## src/hdl/u8cp_pkg.sv

```systemverilog
package u8cp_pkg;

  localparam logic [31:0] FFFD_PACKED = 32'h00BDBFEF;
  localparam logic [2:0]  FFFD_LEN    = 3'd3;
  localparam logic [2:0]  TERM_LEN    = 3'd0;

  // lead byte classes, value equals the announced length
  localparam logic [2:0] CLASS_BAD   = 3'd0;
  localparam logic [2:0] CLASS_ASCII = 3'd1;
  localparam logic [2:0] CLASS_TWO   = 3'd2;
  localparam logic [2:0] CLASS_THREE = 3'd3;
  localparam logic [2:0] CLASS_FOUR  = 3'd4;

  // results caused by one item: some replacement chars, then an optional tail
  typedef struct packed {
    logic [1:0]  fffd_cnt;
    logic        tail_vld;
    logic [31:0] tail_packed;
    logic [2:0]  tail_len;
  } burst_t;

  function automatic logic [2:0] lead_class(input logic [7:0] b);
    logic [2:0] c;
    if ((b & 8'h80) == 8'h00)      c = CLASS_ASCII;
    else if ((b & 8'hE0) == 8'hC0) c = CLASS_TWO;
    else if ((b & 8'hF0) == 8'hE0) c = CLASS_THREE;
    else if ((b & 8'hF8) == 8'hF0) c = CLASS_FOUR;
    else                           c = CLASS_BAD;
    return c;
  endfunction

endpackage

```

## src/hdl/u8cp_decode.sv

```systemverilog
module u8cp_decode
  import u8cp_pkg::*;
(
  input  logic       clk,
  input  logic       rst,
  input  logic       take,
  input  logic [7:0] byte_in,
  output burst_t     burst
);

  logic [7:0] held_bytes [3];
  logic [2:0] expected_length;
  logic [1:0] held_count;

  logic [2:0] expected_length_next;
  logic [1:0] held_count_next;
  logic       hold_lead;
  logic       store_cont;
  logic       run_fresh;
  logic       is_cont;
  logic [2:0] cls;

  assign is_cont = (byte_in & 8'hC0) == 8'h80;
  assign cls     = lead_class(byte_in);

  always_comb begin
    burst                = '0;
    hold_lead            = 1'b0;
    store_cont           = 1'b0;
    run_fresh            = 1'b0;
    held_count_next      = 2'd0;
    expected_length_next = 3'd0;

    if (held_count == 2'd0) begin
      run_fresh = 1'b1;
    end else if (is_cont) begin
      if ({1'b0, held_count} + 3'd1 >= expected_length) begin
        burst.tail_vld = 1'b1;
        burst.tail_len = {1'b0, held_count} + 3'd1;
        case (held_count)
          2'd1:    burst.tail_packed = {16'h0, byte_in, held_bytes[0]};
          2'd2:    burst.tail_packed = {8'h0, byte_in, held_bytes[1], held_bytes[0]};
          default: burst.tail_packed = {byte_in, held_bytes[2], held_bytes[1],
                                        held_bytes[0]};
        endcase
      end else begin
        store_cont           = 1'b1;
        held_count_next      = held_count + 2'd1;
        expected_length_next = expected_length;
      end
    end else begin
      // broken sequence: one replacement per held byte, then start over
      burst.fffd_cnt = held_count;
      run_fresh      = 1'b1;
    end

    if (run_fresh) begin
      if (byte_in == 8'h00) begin
        burst.tail_vld    = 1'b1;
        burst.tail_packed = 32'h0;
        burst.tail_len    = TERM_LEN;
      end else if (cls == CLASS_ASCII) begin
        burst.tail_vld    = 1'b1;
        burst.tail_packed = {24'h0, byte_in};
        burst.tail_len    = CLASS_ASCII;
      end else if (cls == CLASS_BAD) begin
        burst.tail_vld    = 1'b1;
        burst.tail_packed = FFFD_PACKED;
        burst.tail_len    = FFFD_LEN;
      end else begin
        hold_lead            = 1'b1;
        held_count_next      = 2'd1;
        expected_length_next = cls;
      end
    end
  end

  always_ff @(posedge clk) begin
    if (rst) begin
      held_count      <= 2'd0;
      expected_length <= 3'd0;
    end else if (take) begin
      held_count      <= held_count_next;
      expected_length <= expected_length_next;
    end
  end

  // held bytes need no reset, only entries below held_count are read
  always_ff @(posedge clk) begin
    if (take && hold_lead) begin
      held_bytes[0] <= byte_in;
    end else if (take && store_cont) begin
      case (held_count)
        2'd1:    held_bytes[1] <= byte_in;
        default: held_bytes[2] <= byte_in;
      endcase
    end
  end

endmodule

```

## src/hdl/u8cp_result_queue.sv

```systemverilog
module u8cp_result_queue
  import u8cp_pkg::*;
(
  input  logic        clk,
  input  logic        rst,
  input  logic        load,
  input  burst_t      burst,
  output logic        free,
  output logic        out_valid,
  input  logic        out_ready,
  output logic [31:0] packed_bytes,
  output logic [2:0]  char_length,
  output logic        last_of_run
);

  logic [1:0]  fffd_cnt;
  logic        tail_vld;
  logic [31:0] tail_packed;
  logic [2:0]  tail_len;
  logic        busy;
  logic        final_one;

  assign busy      = (fffd_cnt != 2'd0) || tail_vld;
  assign final_one = (fffd_cnt == 2'd0) || (fffd_cnt == 2'd1 && !tail_vld);
  // the slot can be refilled in the cycle its last result leaves
  assign free      = !busy || (out_ready && final_one);

  assign out_valid    = busy;
  assign last_of_run  = final_one;
  assign packed_bytes = (fffd_cnt != 2'd0) ? FFFD_PACKED : tail_packed;
  assign char_length  = (fffd_cnt != 2'd0) ? FFFD_LEN : tail_len;

  always_ff @(posedge clk) begin
    if (rst) begin
      fffd_cnt <= 2'd0;
      tail_vld <= 1'b0;
    end else if (load) begin
      fffd_cnt <= burst.fffd_cnt;
      tail_vld <= burst.tail_vld;
    end else if (busy && out_ready) begin
      if (fffd_cnt != 2'd0) begin
        fffd_cnt <= fffd_cnt - 2'd1;
      end else begin
        tail_vld <= 1'b0;
      end
    end
  end

  always_ff @(posedge clk) begin
    if (load) begin
      tail_packed <= burst.tail_packed;
      tail_len    <= burst.tail_len;
    end
  end

endmodule

```

## src/hdl/utf8_char_packer.sv

```systemverilog
// channel  | handshake             | payload
// ---------+-----------------------+------------------------------------------
// input    | in_valid / in_ready   | byte_in
// output   | out_valid / out_ready | packed_bytes, char_length, last_of_run
//
// one byte is taken per cycle while each byte gives at most one result and
// out_ready is high, and a result shows in the cycle after its byte is taken
// a broken sequence gives up to four results from the result register, one
// per cycle while out_ready is high; input waits while that register holds
// results not all leaving at this edge, even for a byte that gives no result
// reset (rst, synchronous) empties the result register and drops held bytes
module utf8_char_packer
  import u8cp_pkg::*;
(
  input  logic        clk,
  input  logic        rst,
  input  logic        in_valid,
  output logic        in_ready,
  input  logic [7:0]  byte_in,
  output logic        out_valid,
  input  logic        out_ready,
  output logic [31:0] packed_bytes,
  output logic [2:0]  char_length,
  output logic        last_of_run
);

  burst_t burst;
  logic   take;
  logic   free;
  logic   load;

  assign in_ready = free;
  assign take     = in_valid && in_ready;
  assign load     = take && ((burst.fffd_cnt != 2'd0) || burst.tail_vld);

  u8cp_decode u_decode (
    .clk     (clk),
    .rst     (rst),
    .take    (take),
    .byte_in (byte_in),
    .burst   (burst)
  );

  u8cp_result_queue u_queue (
    .clk          (clk),
    .rst          (rst),
    .load         (load),
    .burst        (burst),
    .free         (free),
    .out_valid    (out_valid),
    .out_ready    (out_ready),
    .packed_bytes (packed_bytes),
    .char_length  (char_length),
    .last_of_run  (last_of_run)
  );

endmodule

```

## config.mk

```make
export PLATFORM = sky130hd
export DESIGN_NAME = utf8_char_packer
export DESIGN_NICKNAME = d
export VERILOG_FILES = /design/src/hdl/u8cp_pkg.sv /design/src/hdl/u8cp_decode.sv /design/src/hdl/u8cp_result_queue.sv /design/src/hdl/utf8_char_packer.sv
export SDC_FILE = /design/constraint.sdc
export NUM_CORES = 1
export LEC_CHECK = 0
export BUFFER_PORTS_ARGS = -buffer_cell sky130_fd_sc_hd__buf_4
export CAP_MARGIN = 20
export CORE_UTILIZATION = 55
export DETAILED_ROUTE_END_ITERATION = 6
export GPL_TIMING_DRIVEN = 1
export PLACE_DENSITY_LB_ADDON = 0.1
export SLEW_MARGIN = 20
export SYNTH_ARGS = -nofsm -noshare
export SYNTH_HDL_FRONTEND = slang
export SYNTH_SLANG_ARGS = --single-unit
```

## constraint.sdc

```tcl
create_clock -name clk -period 3.1 [get_ports clk]
set_input_delay 0 -clock clk [delete_from_list [all_inputs] [get_ports clk]]
set_output_delay 0 -clock clk [all_outputs]
set_load 0.03 [all_outputs]
```

### Word level (Yosys, flattened, before mapping)

Memories as Yosys holds them, arrays and structs flattened.
Cells that the tools add are included.

* equal/unequal tests: 9
* reduce and logical (&&, ||, !) cells: 26
* add/subtract/negate cells: 3
* multiplexer cells: 60
* $lt $le $gt $ge: 1

Operator list (count)
* $mux 36: 6
* $pmux 32 s2: 1
* $mux 38: 1
* $mux 3: 12
* $mux 32: 1
* $mux 2: 13
* $mux 1: 24
* $logic_not 8->1: 2
* $mux 8: 2
* $reduce_or 8->1: 2
* $reduce_bool 2->1: 4
* $logic_and 1x1->1: 7
* $eq 5x5->1 const B: 1
* $eq 2x1->1 const B: 2
* $eq 2x2->1 const B: 2
* $eq 4x4->1 const B: 1
* $logic_not 2->1: 2
* $logic_or 1x1->1: 4
* $reduce_and 2->1: 2
* $add 2x1->3 const B: 1
* $eq 3x1->1 const B: 1
* $eq 3x3->1 const B: 1
* $ge 3x3->1: 1
* $logic_not 3->1: 1
* 4 further kinds: 5

* RAM bits: 24
* output and inout port bits: 38
* register bits after elaboration: 43
* memories: 1

Memories
* u_decode.held_bytes: words 3, bits a word 8, rd ports 3, clocked after memory_dff 0, wr ports 1, line u8cp_decode.sv:11 `logic [7:0] held_bytes [3];`

### Longest topological paths before layout

Gate-level depths: netlist of the first run.

* depth after elaboration: 16
* depth in mapped cells: 9

### Cells and area by module

A second synthesis of the first run with hierarchy kept.

* cell total of the unflattened synthesis: 264
* area, all modules: 3136.8 µm²

By module, submodules not included
* u8cp_decode: area each 1631.6 µm², cells each 163, times used 1
* u8cp_result_queue: area each 1488.9 µm², cells each 99, times used 1
* utf8_char_packer: area each 16.3 µm², cells each 2, times used 1

### Worst setup path after synthesis of the first run

Ideal clock, no wire load.

* path type: register -> register
* start point: reg u_decode.held_count[0]
* end point: reg u_queue.tail_len[0] (enable)
* path buffers: 0
* setup time: 0.390 ns
* stages on the path, launching flop included: 8
* clock period less this slack: 2.784 ns
* arrival: 2.394 ns
* setup slack: 0.316 ns
* cells stage by stage: dfxtp_1 > inv_1 > ha_1 > ha_1 > nand2_1 > o211ai_1 > o211ai_1 > inv_1

* word-level cells in the longest chain between the ends: 11

RTL lines
* start: declaration: line u8cp_decode.sv:13 `logic [1:0] held_count;`
* start signal: assignment: line u8cp_decode.sv:83 `held_count <= held_count_next;`
* $add 2x1->3: line u8cp_decode.sv:37 `if ({1'b0, held_count} + 3'd1 >= expected_length) begin`
* $ge 3x3->1: line u8cp_decode.sv:37
* $mux 36: line u8cp_decode.sv:37
* $mux 36: line u8cp_decode.sv:36 `end else if (is_cont) begin`
* $mux 38: line u8cp_decode.sv:34 `if (held_count == 2'd0) begin`
* $mux 36: line u8cp_decode.sv:66 `end else if (cls == CLASS_BAD) begin`
* $mux 36: line u8cp_decode.sv:62 `end else if (cls == CLASS_ASCII) begin`
* $mux 36: line u8cp_decode.sv:58 `if (byte_in == 8'h00) begin`
* $mux 36: line u8cp_decode.sv:57 `if (run_fresh) begin`
* $logic_or 1x1->1 *: line utf8_char_packer.sv:34 `assign load = take && ((burst.fffd_cnt != 2'd0) || burst.tail_vld);`
* $logic_and 1x1->1 *: line utf8_char_packer.sv:34
* net load: line utf8_char_packer.sv:30 `logic load;`
* end signal: assignment: line u8cp_result_queue.sv:52 `tail_len <= burst.tail_len;`
* end: declaration: line u8cp_result_queue.sv:19 `logic [2:0] tail_len;`

The timed path passes the listed nets; every way through them passes the cells marked *.
A chain may end at the register's enable or synchronous reset.

### Final worst setup path of the first run

* start point: reg u_decode.held_count[0]
* end point: reg u_queue.tail_packed[25] (enable)

* word-level cells in the longest chain between the ends: 11

RTL lines
* $add 2x1->3: line u8cp_decode.sv:37
* $ge 3x3->1: line u8cp_decode.sv:37
* $mux 36: line u8cp_decode.sv:37
* $mux 36: line u8cp_decode.sv:36
* $mux 38: line u8cp_decode.sv:34
* $mux 36: line u8cp_decode.sv:66
* $mux 36: line u8cp_decode.sv:62
* $mux 36: line u8cp_decode.sv:58
* $mux 36: line u8cp_decode.sv:57
* $logic_or 1x1->1 *: line utf8_char_packer.sv:34
* $logic_and 1x1->1 *: line utf8_char_packer.sv:34
* net load: line utf8_char_packer.sv:30
* end signal: assignment: line u8cp_result_queue.sv:51 `tail_packed <= burst.tail_packed;`
* end: declaration: line u8cp_result_queue.sv:18 `logic [31:0] tail_packed;`

Marked as above.

==> results of run 1 <==
routing by layer:
layer  track usage (%)  vias up  share of wire (%)
met5                 0        -                  0
met4              11.1        0                2.1
met2              36.5       64                 49
li1                  -     1094                  -
met1              28.3     1024                 44
met3              5.53       13                4.8
worst paths after layout:
path              slack [ns]                          end
hold / removal          0.11       u_decode.held_count[1]
setup reg to reg        0.25      u_queue.tail_packed[25]
setup / recovery        0.25      u_queue.tail_packed[25]
hold reg to reg         0.51  u_decode.expected_length[0]
synth_stat cells (all sizes together) (2+ instances only):
| master | number |
|---|---|
| edfxtp | 59 |
| and2 | 23 |
| nand2b | 23 |
| nor2 | 20 |
| o21ai | 20 |
| nand2 | 19 |
| a22oi | 12 |
| clkbuf | 12 |
| inv | 12 |
| ha | 9 |
| nor2b | 9 |
| dfxtp | 8 |
| a31oi | 6 |
| nand3 | 6 |
| a21oi | 4 |
| a32oi | 3 |
| and3 | 3 |
| nor3 | 3 |
| a32o | 2 |
| buf | 2 |
| o211ai | 2 |
| o31a | 2 |
power by group:
group / switching [W] / internal, W
clock: 0.000317 / 0.000360
combinational: 0.000500 / 0.000286
sequential: 0.0000183 / 0.00107
timing repair:
item / 4_1_cts / 5_1_grt
hold buffers: 9 / 0
setup buffers: 0 / 0
endpoints found under the hold margin: 30 / 0
critical path, delay by kind of cell (launching register included):
family | cells | cell delay [ns]
adder cells (fa/ha/maj) | 2 | 0.63
AO/OA/AOI/OAI | 2 | 0.68
buffers and inverters | 3 | 0.65
AND/OR/NAND/NOR | 1 | 0.06
flip-flops | 1 | 0.49
state kept, by name (all words and copies together) (netlist names):
signal                    count
u_queue.tail_packed          32
u_decode.held_bytes          24
u_decode.expected_length      3
u_queue.tail_len              3
u_decode.held_count           2
u_queue.fffd_cnt              2
u_queue.tail_vld              1
cell families after synthesis:
family,after synthesis,share of synthesized area (%)
fa+ha+maj,9,3.57
simple gates,112,19.5
other cells,1,0.119
mux,1,0.318
flops,67,61.3
compound gates,56,12.1
buf+inv,26,3.18
cell type report:
class | instances | area share (%)
clock buffers | 9 | 3.19
clock inverters | 7 | 1.52
inverters | 12 | 1.16
multi-input cells | 179 | 28.9
flip-flops and latches | 67 | 49.8
well taps | 72 | 2.32
repair buffers | 63 | 13.1
through the flow:
stage	instance area, µm²	setup WS, ns	cells
finish	3880	0.252	409
global route	3880	0.133	409
CTS	3880	0.292	409
detailed placement	3600	0.321	384
global placement	3600	0.469	384
floorplan	3150	0.316	272
==> impl_metrics.tcl, run 1 <==
set metrics [dict create \
    synth.avg_cell_area_um2 11.6 \
    hold_class "in2reg" \
    fin_crit_sh_pct 91.9 \
    fp.dieH_um 77.7 \
    slew_viol_final 0 \
    finClkSkew_ns 0.00924 \
    cp-end-kind "flip-flop" \
    drt_iter0_markers 117 \
    register_area_um2 1930 \
    core_area_um2 5510 \
    crit_fanout 30 \
    cellLeakagePower_nw 1.50 \
    rows 27 \
    routed_wl_mm 6.18 \
    cts_tree "done" \
    grt_pass1_wl_mm 10.0 \
    path_class "reg2reg" \
    cpPeakStageDelay_ns 0.49 \
    port_buffers 49 \
    status "finished clean" \
    synthCells 272 \
    cp_slowest_cell "dfxtp_1" \
    worstPathArrival_ns 2.89 \
    ir_worst_vdd_mv 0.407 \
    r2r_start "u_decode.held_count[0]" \
    seq_area_frac_synth_pct 61.3 \
    cts_buffers 9 \
    start_util_pct 57.2 \
    detail-route-antenna-nets 0 \
    synth_cell_type_count 38 \
    netlist_area_um2 3150 \
    hold_viol 0 \
    synth_ff_type "edfxtp_1" \
    maxCapViolations 0 \
    path_clk_slew_ns 0.07 \
    gp_congestion 0.859 \
    hold_ws_ns 0.114 \
    drive_gt1_share_pct 21.4 \
    insertion_delay_ns 0.34 \
    tightest_slew_ns 0.840 \
    syn2layout_area_growth_pct 23.0 \
    htree_levels 3 \
    slew_headroom_pct 43.8 \
    worst-r2r-cell-count 8 \
    grt_max_degree 31 \
    nFillCells 416 \
    power_w 0.00255 \
    crit_start "u_decode.held_count[0]" \
    min_period_ns 2.85 \
    ioPinCount 50 \
    first_pass_iters 4 \
    netlist.area_leader.share_pct 56.2 \
    drc 0 \
    final_common_cell "edfxtp_1" \
    fin_util_pct 70.4 \
    die_area_um2 6040 \
    crit_path_cell_trace "inv_1 > ha_1 > ha_1 > nand2_1 > o211ai_1 > o211ai_1 > inv_1 > buf_12" \
    hpwl_mm 4.16 \
    finalSetupTns_ns 0 \
    cts.repair.resized 0 \
    fmax_mhz 351 \
    via_per_inst 5.37 \
    hold_start "in_valid" \
    grt-ovfl-total 0 \
    synth_top_cell_by_area "edfxtp_1" \
    finalSetupViolations 0 \
    wl_per_cell_um 15.1 \
    ys_top_cells_by_area "edfxtp_1 (56%), dfxtp_1 (5.1%), nand2b_1 (4.6%), and2_1 (4.4%), ha_1 (3.6%)" \
    n_antenna_cell 0 \
    synth_edf_count 59 \
    final_cell_mix "edfxtp_1 (59), buf_4 (53), nand2b_1 (23), and2_1 (22), nor2_1 (20)" \
    synthArstFlopShare_pct 0 \
    antenna_found_initial 0 \
    cts_buffer_depth 2 \
    syn_nets 293 \
    nNetsFinal 353 \
    num_vias 2195 \
    cts_root_buffer "clkbuf_8" \
    min_path_cells 4 \
    startpoint_type "flip-flop" \
    power.density_nw_per_um2 658 \
    clock_sinks 67 \
    multi_input_area_um2 1120 \
    crit_required_ns 3.14 \
    grt_pass1_vias 2128 \
    grt.total_usage_pct 22.6 \
    die_w_um 77.7 \
    rsz0062_at_grt "false" \
    ys_ff_latch 67 \
    ys_warn_count 0 \
]
(Power assumes the default switching activity.)
==> run 2, diff against run 1 <==
--- a/config.mk
+++ b/config.mk
@@ -9,7 +9,7 @@
 export CAP_MARGIN = 20
 export CORE_UTILIZATION = 55
 export DETAILED_ROUTE_END_ITERATION = 6
-export GPL_TIMING_DRIVEN = 1
+export GPL_TIMING_DRIVEN = 0
 export PLACE_DENSITY_LB_ADDON = 0.1
 export SLEW_MARGIN = 20
 export SYNTH_ARGS = -nofsm -noshare
==> run 2 against run 1 <==
Effect of this change:
- maximum frequency rose by 0.54%
- final area rose by 0.32%
- total power barely moved
- critical path type unchanged
- largest cell class unchanged
- largest power group unchanged
- highest routed layer unchanged
==> impl_metrics.tcl, run 2 (synthesized netlist as in run 1, its figures left out) <==
set metrics [dict create \
    cellLeakagePower_nw 1.50 \
    port_buffers 49 \
    place_ws_ns 0.176 \
    min_period_ns 2.83 \
    cts_buffers 9 \
    gp_congestion 0.892 \
    fin_util_pct 70.6 \
    regMostFlops "u_queue.tail_packed" \
    worstPathArrival_ns 2.81 \
    syn2layout_area_growth_pct 23.4 \
    routed_wl_mm 6.32 \
    grt_pass1_vias 2213 \
    largest_reg_flops 32 \
    finalSetupViolations 0 \
    first_pass_iters 4 \
    grt-ovfl-total 0 \
    nNetsFinal 362 \
    final_cell_mix "edfxtp_1 (59), buf_4 (49), nand2b_1 (23), and2_1 (22), nor2_1 (20)" \
    fin_crit_sh_pct 91.4 \
    grt.total_usage_pct 23.8 \
    insertion_delay_ns 0.34 \
    die_area_um2 6040 \
    hold_viol 0 \
    crit_required_ns 3.08 \
    grt_pass1_wl_mm 10.6 \
    core_area_um2 5510 \
    antenna_found_initial 0 \
    htree_levels 3 \
    detail-route-antenna-nets 0 \
    hpwl_mm 4.32 \
    slew_viol_final 0 \
    tightest_slew_ns 0.811 \
    num_vias 2226 \
    cts_tree "done" \
    n_antenna_cell 0 \
    cts_buffer_depth 2 \
    maxCapViolations 0 \
    placed_area_um2 3610 \
    path_clk_slew_ns 0.06 \
    power_w 0.00255 \
    setup_ws_ns 0.268 \
    path_class "reg2reg" \
    status "finished clean" \
    rows 27 \
    hold_ws_ns 0.133 \
    final_common_cell "edfxtp_1" \
    finClkSkew_ns 0.00613 \
    drt_iter0_markers 158 \
    ir_worst_vdd_mv 0.417 \
    drc 0 \
    startpoint_type "flip-flop" \
    ioPinCount 50 \
    grt_max_degree 36 \
    fp.dieH_um 77.7 \
    fmax_mhz 353 \
    cts_root_buffer "clkbuf_8" \
    rsz0062_at_grt "false" \
    die_w_um 77.7 \
    power.density_nw_per_um2 656 \
    wl_per_cell_um 15.1 \
    cts_setup_buffers 0 \
    cp-end-kind "flip-flop" \
    drive_gt1_share_pct 20.5 \
    slew_headroom_pct 45.7 \
    hold_class "in2reg" \
    stdcell_area_um2 3890 \
    clock_sinks 67 \
    start_util_pct 57.2 \
    top_regs "u_queue.tail_packed: 32 flops, u_decode.held_bytes: 24 flops" \
    via_per_inst 5.33 \
    crit_fanout 35 \
]
-- run 2: cell types whose count changed in the layout (fill, tap and decap cells not counted), sizes merged --
cell      previous run  this run
clkbuf               9        22
buf                 54        51
clkinv               5         6
clkinvlp             1         0
inv                 12        11
-- run 2: metrics by stage --
step / std cells / TNS [ns]
floorplan: 272 / 0
global placement: 393 / -6.57
detailed placement: 393 / 0
CTS: 418 / 0
global route: 418 / 0
finish: 418 / 0
-- run 2: worst max-delay path: stages, from the launching register on --
cell and delay (ns):
dfxtp_1 0.48, inv_1 0.15, ha_1 0.34, ha_1 0.28, nand2_1 0.06, o211ai_1 0.41, o211ai_1 0.26, clkinv_2 0.46
-- run 2: cell type report --
class                   instances  area (µm²)
inverters                      12        46.3
clock buffers                  10         128
clock inverters                 6        56.3
well taps                      72        90.1
multi-input cells             179        1120
repair buffers                 58         458
plain buffers                  14        55.1
fillers                       431        1620
flip-flops and latches         67        1930
-- run 2: path summary, 6_finish.rpt --
path / endpoint / from / slack, ns / depth (start not counted)
setup / recovery: u_queue.tail_packed[1] / u_decode.held_count[0] / 0.27 / 7
hold / removal: u_decode.held_count[1] / in_valid / 0.13 / 4
setup reg to reg: u_queue.tail_packed[1] / u_decode.held_count[0] / 0.27 / 7
hold reg to reg: u_decode.expected_length[0] / u_decode.expected_length[0] / 0.50 / 2
-- run 2: timing repair --
item | in CTS | in global routing
hold buffers | 9 | 0
setup endpoints to repair | 0 | 35
gates resized for setup | 0 | 1
hold endpoints to repair | 31 | 0
-- run 2: report_power, final --
group	total [W]	switching, W	internal, W	leakage, nW
sequential	0.00109	0.0000181	0.00107	0.617
clock	0.000681	0.000317	0.000364	0.0951
combinational	0.000782	0.000504	0.000278	0.785
total	0.00255	0.000839	0.00171	1.50
-- run 2: routing by layer --
layer	wire, µm	GRT usage, %	vias up
li1	-	-	1111
met1	2710	29.0	1042
met2	3090	38.9	60
met3	353	3.76	13
met4	156	15.8	0
met5	0	0	-
==> run 3, diff against run 2 <==
--- a/config.mk
+++ b/config.mk
@@ -5,6 +5,7 @@
 export SDC_FILE = /design/constraint.sdc
 export NUM_CORES = 1
 export LEC_CHECK = 0
+export ABC_AREA = 1
 export BUFFER_PORTS_ARGS = -buffer_cell sky130_fd_sc_hd__buf_4
 export CAP_MARGIN = 20
 export CORE_UTILIZATION = 55
==> run 3 against run 2 <==
Effect of this change:
- sequential power grew 10%
- global-route usage fell by 0.059 points
- worst hold slack worse by 0.066 ns
- sequential share of layout area is 1.3 points lower
- worst setup slack got worse by 0.025 ns
- cell count rose by 11%
- via count is 9.1% higher
- register-to-register slack got worse by 0.03 ns
- final area rose by 2.8%
- clock power rose by 14%
- die area rose by 2.7%
- count of clock-buffer cells in the layout is 1 higher
==> impl_metrics.tcl, run 3 <==
set metrics [dict create \
    status "finished clean" \
    n_antenna_cell 0 \
    drc 0 \
    synth_compound_area_share_pct 8.54 \
    slew_headroom_pct 48.3 \
    synth.avg_cell_area_um2 10.2 \
    path_class "reg2reg" \
    ys_ff_latch 67 \
    nNetsFinal 409 \
    crit_family "simple AND/OR/NAND/NOR gates" \
    cts_buffers 9 \
    p_int_w 0.00220 \
    maxCapViolations 0 \
    detail-route-antenna-nets 0 \
    hpwl_mm 4.74 \
    synth-simple-area-share_pct 20.7 \
    insertion_delay_ns 0.34 \
    synth.top_cells.by_count "nand2_1 (61), edfxtp_1 (59), inv_1 (45)" \
    fmax_mhz 350 \
    finClkSkew_ns 0.0164 \
    cellLeakagePower_nw 1.70 \
    ys_warn_count 0 \
    gp_congestion 0.928 \
    ys_top_cells_by_area "edfxtp_1 (55%), nand2_1 (7.1%), inv_1 (5.2%), dfxtp_1 (4.9%), or2_2 (4.3%)" \
    die_area_um2 6200 \
    fin_crit_sh_pct 92.2 \
    netlist.area_leader.share_pct 54.7 \
    worstPathArrival_ns 2.82 \
    critical_path_buf_inv_count 2 \
    p_sw_w 0.00146 \
    fp.dieH_um 78.7 \
    num_vias 2428 \
    synth_cell_type_count 31 \
    synth_most_common_cell "nand2_1" \
    clock_sinks 67 \
    grt.total_usage_pct 23.7 \
    tightest_slew_ns 0.773 \
    cts_buffer_depth 2 \
    synthAdderAreaFrac_pct 3.48 \
    antenna_found_initial 0 \
    p_clk_share_pct 21.2 \
    port_buffers 49 \
    wl_per_cell_um 14.4 \
    synth_mux_area_share_pct 0 \
    crit_required_ns 3.06 \
    largest_reg_flops 32 \
    final_common_cell "nand2_1" \
    crit_path_cell_trace "inv_1 > ha_1 > ha_1 > nand2_1 > nor2_1 > nor2_2 > nand3_4 > nor2_2 > inv_1 > nor2_1" \
    drt_iter0_markers 186 \
    synthArstFlopShare_pct 0 \
    synth_ff_type "edfxtp_1" \
    cts.repair.resized 0 \
    cp_slowest_cell "nor2_1" \
    nFillCells 426 \
    htree_levels 3 \
    cpPeakStageDelay_ns 0.50 \
    syn2layout_area_growth_pct 23.5 \
    grt_pass1_vias 2213 \
    combinationalPowerShare_pct 46.0 \
    ioPinCount 50 \
    top_regs "u_queue.tail_packed: 32 flops, u_decode.held_bytes: 24 flops" \
    power_w 0.00366 \
    ir_worst_vdd_mv 0.489 \
    final_cells 465 \
    cp-end-kind "flip-flop" \
    rsz0062_at_grt "false" \
    sw_frac_of_total_pct 39.9 \
    cts_root_buffer "clkbuf_8" \
    power.density_nw_per_um2 915 \
    rows 27 \
    synthXorXnorAreaFrac_pct 0 \
    synth_edf_count 59 \
    synth_top_family_by_area "simple AND/OR/NAND/NOR gates" \
    die_w_um 78.7 \
    first_pass_iters 5 \
    synthCells 319 \
    regMostFlops "u_queue.tail_packed" \
    placed_cells 440 \
    start_util_pct 58.1 \
    grt-ovfl-total 0 \
    final_cell_mix "nand2_1 (60), edfxtp_1 (59), buf_4 (52), inv_1 (45), nor2_1 (23)" \
    crit_fanout 8 \
    synth_top_cell_by_area "edfxtp_1" \
    min_period_ns 2.86 \
    finalSetupViolations 0 \
    path_clk_slew_ns 0.07 \
    hold_viol 0 \
    via_per_inst 5.22 \
    grt_max_degree 36 \
    slew_viol_final 0 \
    grt_pass1_wl_mm 10.7 \
    hold_class "in2reg" \
    seq_area_frac_synth_pct 59.7 \
    cts_tree "done" \
    netlist_area_um2 3240 \
    core_area_um2 5570 \
    routed_wl_mm 6.71 \
    pwr-share-seq_pct 32.8 \
    syn_nets 340 \
    drive_gt1_share_pct 28.0 \
    startpoint_type "flip-flop" \
]
-- run 3: layout make-up --
| type | count | area, µm² | share of cell area (%) |
|---|---|---|---|
| Timing Repair Buffer | 58 | 458 | 11.5 |
| Clock inverter | 5 | 77.6 | 1.94 |
| Inverter | 50 | 188 | 4.69 |
| Tap cell | 72 | 90.1 | 2.25 |
| Buffer | 9 | 55.1 | 1.38 |
| Clock buffer | 11 | 131 | 3.29 |
| Sequential cell | 67 | 1930 | 48.3 |
| Multi-Input combinational cell | 193 | 1070 | 26.7 |
-- run 3: path summary, 6_finish.rpt --
kind,slack (ns),from,endpoint,cells after the start
hold / removal,0.07,out_ready,u_queue.fffd_cnt[0],5
hold reg to reg,0.46,u_decode.expected_length[1],u_decode.expected_length[1],2
setup / recovery,0.24,u_decode.held_count[0],u_decode.held_bytes[0][22],10
setup reg to reg,0.24,u_decode.held_count[0],u_decode.held_bytes[0][22],10
-- run 3: metrics by stage --
stage	hold slack [ns]	util [%]	TNS, ns	worst slack [ns]	instance area [µm²]
floorplan	0.0691	-	0	0.349	3240
finish	0.0677	71.7	0	0.242	4000
global placement	0.220	66.3	-3.71	-0.107	3700
global route	0.0918	71.7	0	0.0531	4000
detailed placement	0.222	66.4	0	0.293	3700
CTS	0.0659	71.7	0	0.228	4000
-- run 3: logic make-up (layout without fill, tap and decap cells) --
kind of cell               Yosys count  after routing
buffers and inverters               59            133
DFF                                 67             67
AOI/OAI and AO/OA                   44             44
and+or+nand+nor                    139            139
other                                1              1
adders and majority gates            9              9
-- run 3: worst reg2reg max path, stage by stage, from the launching register on --
cell and delay, ns:
dfxtp_1 0.46, inv_1 0.13, ha_1 0.40, ha_1 0.34, nand2_1 0.08, nor2_1 0.05
nor2_2 0.18, nand3_4 0.12, nor2_2 0.16, inv_1 0.07, nor2_1 0.50
-- run 3: routing by layer --
layer / GRT usage, % / up-vias / part of all wire (%)
li1: - / 1207 / -
met1: 32.8 / 1135 / 46
met3: 4.83 / 9 / 5.4
met2: 36.6 / 77 / 47
met5: 0 / - / 0
met4: 9.63 / 0 / 1.6
-- run 3: power groups by stage --
stage	Combinational, W	Sequential (W)	Clock (W)
final	0.00168	0.00120	0.000774
after detailed placement	0.00169	0.00122	0
after floorplan	0.00114	0.00121	0
after CTS	0.00170	0.00120	0.000774
after global placement	0.00166	0.00122	0
after global routing	0.00181	0.00121	0.000814
-- run 3: timing repair --
item | 4_1_cts | 5_1_grt
hold buffers | 9 | 0
hold endpoints to repair | 32 | 0
setup buffers | 0 | 0
